$ cat config.mk
export PLATFORM = sky130hd
export DESIGN_NAME = npse_sq_dist
export DESIGN_NICKNAME = d
export VERILOG_FILES = /design/src/rtl/npse_sq_dist.sv
export SDC_FILE = /design/constraint.sdc
export NUM_CORES = 1
export LEC_CHECK = 0
export CAP_MARGIN = 20
export CORE_AREA = 2 2 171 257
export CTS_BUF_LIST = sky130_fd_sc_hd__clkbuf_2
export CTS_CLUSTER_SIZE = 8
export DETAILED_ROUTE_END_ITERATION = 7
export DIE_AREA = 0 0 173 259
export DONT_BUFFER_PORTS = 1
export PLACE_DENSITY_LB_ADDON = 0.12
export SLEW_MARGIN = 20
export SYNTH_ARGS = -nofsm -noshare
export SYNTH_HDL_FRONTEND = slang
export SYNTH_SLANG_ARGS = --single-unit
$ cat constraint.sdc
create_clock -name clk -period 15.07 [get_ports clk]
set_input_delay 2.2605 -clock clk [delete_from_list [all_inputs] [get_ports clk]]
set_output_delay 2.2605 -clock clk [all_outputs]
set_load 0.01 [all_outputs]
$ cat src/rtl/npse_sq_dist.sv
`timescale 1ns / 1ps
// shared squared euclidean distance unit, result registered
// no dependencies
module npse_sq_dist #(
  parameter int CW = 12
) (
  input  logic                 clk,
  input  logic signed [CW-1:0] ax,
  input  logic signed [CW-1:0] ay,
  input  logic signed [CW-1:0] bx,
  input  logic signed [CW-1:0] by,
  output logic [2*CW+2:0]      sq_sum
);

  logic signed [CW:0]     dx;
  logic signed [CW:0]     dy;
  logic signed [2*CW+1:0] sx;
  logic signed [2*CW+1:0] sy;
  logic [2*CW+2:0]        dist_next;

  assign dx = {ax[CW-1], ax} - {bx[CW-1], bx};
  assign dy = {ay[CW-1], ay} - {by[CW-1], by};
  assign sx = dx * dx;
  assign sy = dy * dy;
  assign dist_next = {1'b0, $unsigned(sx)} + {1'b0, $unsigned(sy)};

  always_ff @(posedge clk) begin
    sq_sum <= dist_next;
  end

endmodule

==> results.sh <==
export IMPL_outcome="finished clean"
export IMPL_synth_edf_count=0
export IMPL_drt_total_wl_mm=36.1
export IMPL_crit_path_frequent_cell="fa_1"
export IMPL_synth_cell_types=78
export IMPL_synth_area_leaders="fa_1 (38%), ha_1 (17%), inv_1 (9.7%), nor2_1 (4.0%), dfxtp_1 (3.7%)"
export IMPL_rsz0062_at_grt="no"
export IMPL_ys_ff_latch=27
export IMPL_wl_per_cell_um=16.1
export IMPL_hold_violations=0
export IMPL_core_region_area_um2=42600
export IMPL_yosysSeqAreaShare=0.0367
export IMPL_postRouteAntennaNets=0
export IMPL_vias=10800
export IMPL_dp_hpwl_mm=32.7
export IMPL_numCtsBuffers=3
export IMPL_grt_max_degree=19
export IMPL_seqCellArea_um2=541
export IMPL_grt_use_met2=0.345
export IMPL_grt_pass1_vias=11900
export IMPL_avgSynthCellArea_um2=8.77
export IMPL_grt_total_usage=0.165
export IMPL_synth_cells=1677
export IMPL_viasPerCell=4.84
export IMPL_cp_end_kind="flip-flop"
export IMPL_num_fill_cells=4501
export IMPL_final_nets=2196
export IMPL_fin_crit_sh=0.722
export IMPL_cts_root_buffer="clkbuf_2"
export IMPL_clockBufferDepth=2
export IMPL_final_cells=2239
export IMPL_min_path_type="in -> reg"
export IMPL_clock_sinks=27
export IMPL_fin_crit_ns=10.89
export IMPL_critical_path_slowest_cell="xor2_1"
export IMPL_grt_use_met3=0.00571
export IMPL_required_ns=15.42
export IMPL_place_inst=2234
export IMPL_fin_tns_setup_ns=0
export IMPL_final_common_cell="inv_1"
export IMPL_io_buffers=0
export IMPL_hold_end="sq_sum[2]$_DFF_P_"
export IMPL_finalWorstSetupSlack_ns=4.18
export IMPL_ys_warn_count=0
export IMPL_arrival_ns=11.24
export IMPL_die_height_um=259
export IMPL_pre_cts_ws_ns=3.70
export IMPL_synth_top_flop_cell="dfxtp_1"
export IMPL_slowest_delay_ns=0.76
export IMPL_gp_congestion=0.849
export IMPL_worst_pin_slew_ns=0.972
export IMPL_max_freq_mhz=91.9
export IMPL_relSlewSlack=0.350
export IMPL_place_area_um2=15400
export IMPL_antenna_found_initial=1
export IMPL_synthArstFlopShare=0
export IMPL_worstSetupPathType="in -> reg"
export IMPL_firstDrtPassIters=4
export IMPL_drive_gt1_frac=0.0294
export IMPL_post_cts_resized=0
export IMPL_htreeDepth=1
export IMPL_postCtsSetupBuffers=0
export IMPL_hold_depth=3
export IMPL_dieArea_um2=44800
export IMPL_most_common_layout_cells="inv_1 (381), fa_1 (281), ha_1 (197)"
export IMPL_grt_busiest_layer="met2"
export IMPL_drt_iter0_drc=359
export IMPL_io_pins=76
export IMPL_slew_viol_final=0
export IMPL_drv_cap=0
export IMPL_min_delay_start="by[1]"
export IMPL_clk_pin_slew_worst_paths_ns=0.28
export IMPL_synth_top_area_frac=0.382
export IMPL_route_detailed_drc=0
export IMPL_synthesis_area_um2=14700
export IMPL_initial_core_util=0.345
export IMPL_row_count=93
export IMPL_cts_tree="yes"
export IMPL_fin_area_um2=15400
export IMPL_setup_viol=0
export IMPL_hold_buffers=0
export IMPL_largest_reg_flops=27
export IMPL_regMostFlops="sq_sum"
export IMPL_synth_largest_area_cell="fa_1"
export IMPL_cp_max_fo=10
export IMPL_top_regs="sq_sum: 27 flops"
export IMPL_multiInputGateArea_um2=12600
export IMPL_grt_pass1_wl_mm=59.9
export IMPL_die_x_um=173
export IMPL_grt_util_met1=0.177
export IMPL_crit_path_start_kind="primary input"
export IMPL_overflow=0
export IMPL_syn_to_final_growth_pct=4.91
[cell type report]
type,instances,area share
well taps,570,0.0462
multi-input cells,1233,0.816
clock inverters,1,0.000486
clock buffers,3,0.000973
flip-flops and latches,27,0.0350
inverters,393,0.0956
diodes,1,0.000162
repair buffers,11,0.00535
[critical path: cells and delay by family]
kind,cells,cell delay [ns]
adders and majority gates,10,4.40
AOI/OAI and AO/OA,10,2.52
xor gates and xnor gates,3,1.01
and+or+nand+nor,3,0.54
buffers and inverters,5,0.48
[how the worst max path moves through the flow]
| stage | endpoint | from |
|---|---|---|
| 3_5_place_dp | sq_sum[26]$_DFF_P_ | ax[0] |
| 2_1_floorplan | sq_sum[22]$_DFF_P_ | ax[0] |
| 6_report | sq_sum[22]$_DFF_P_ | ax[0] |
| 5_1_grt | sq_sum[22]$_DFF_P_ | ax[0] |
| 3_3_place_gp | sq_sum[26]$_DFF_P_ | ax[0] |
| 4_1_cts | sq_sum[26]$_DFF_P_ | ax[0] |
[cell usage after synthesis (all sizes together), types with 8 or more instances]
master / number
inv: 389
fa: 281
ha: 197
nor2: 158
nand2: 139
a21oi: 63
xnor2: 63
o21ai: 42
dfxtp: 27
xor2: 27
a21o: 23
o21a: 23
nor3: 20
clkbuf: 16
nand3: 16
nor2b: 15
a211oi: 12
nand2b: 11
buf: 9
nand4: 8
o211ai: 8
o21bai: 8
o31ai: 8
or2: 8
or3: 8
[metal layers]
layer	routed length, µm	vias to the layer above
met2	20900	149
li1	-	5267
met5	0	-
met3	569	57
met1	13600	5368
met4	983	0
[stage by stage]
step / hold WS, ns / util
2_1_floorplan: 2.56 / -
3_3_place_gp: 2.57 / 0.361
3_5_place_dp: 2.57 / 0.362
4_1_cts: 2.66 / 0.362
5_1_grt: 2.70 / 0.362
6_report: 2.67 / 0.362
[cells by family after synthesis]
kind of cell	count (synthesis)	share of synthesized area
flops	27	0.0367
other cells	1	0.000255
xor+xnor	90	0.0574
simple gates	412	0.125
mux	6	0.00408
fa+ha+maj	478	0.550
buf+inv	418	0.108
compound gates	245	0.118
Power is left out: the tool's default activity adds up to more than one toggle a clock period on the data nets, which glitch-free logic cannot reach.
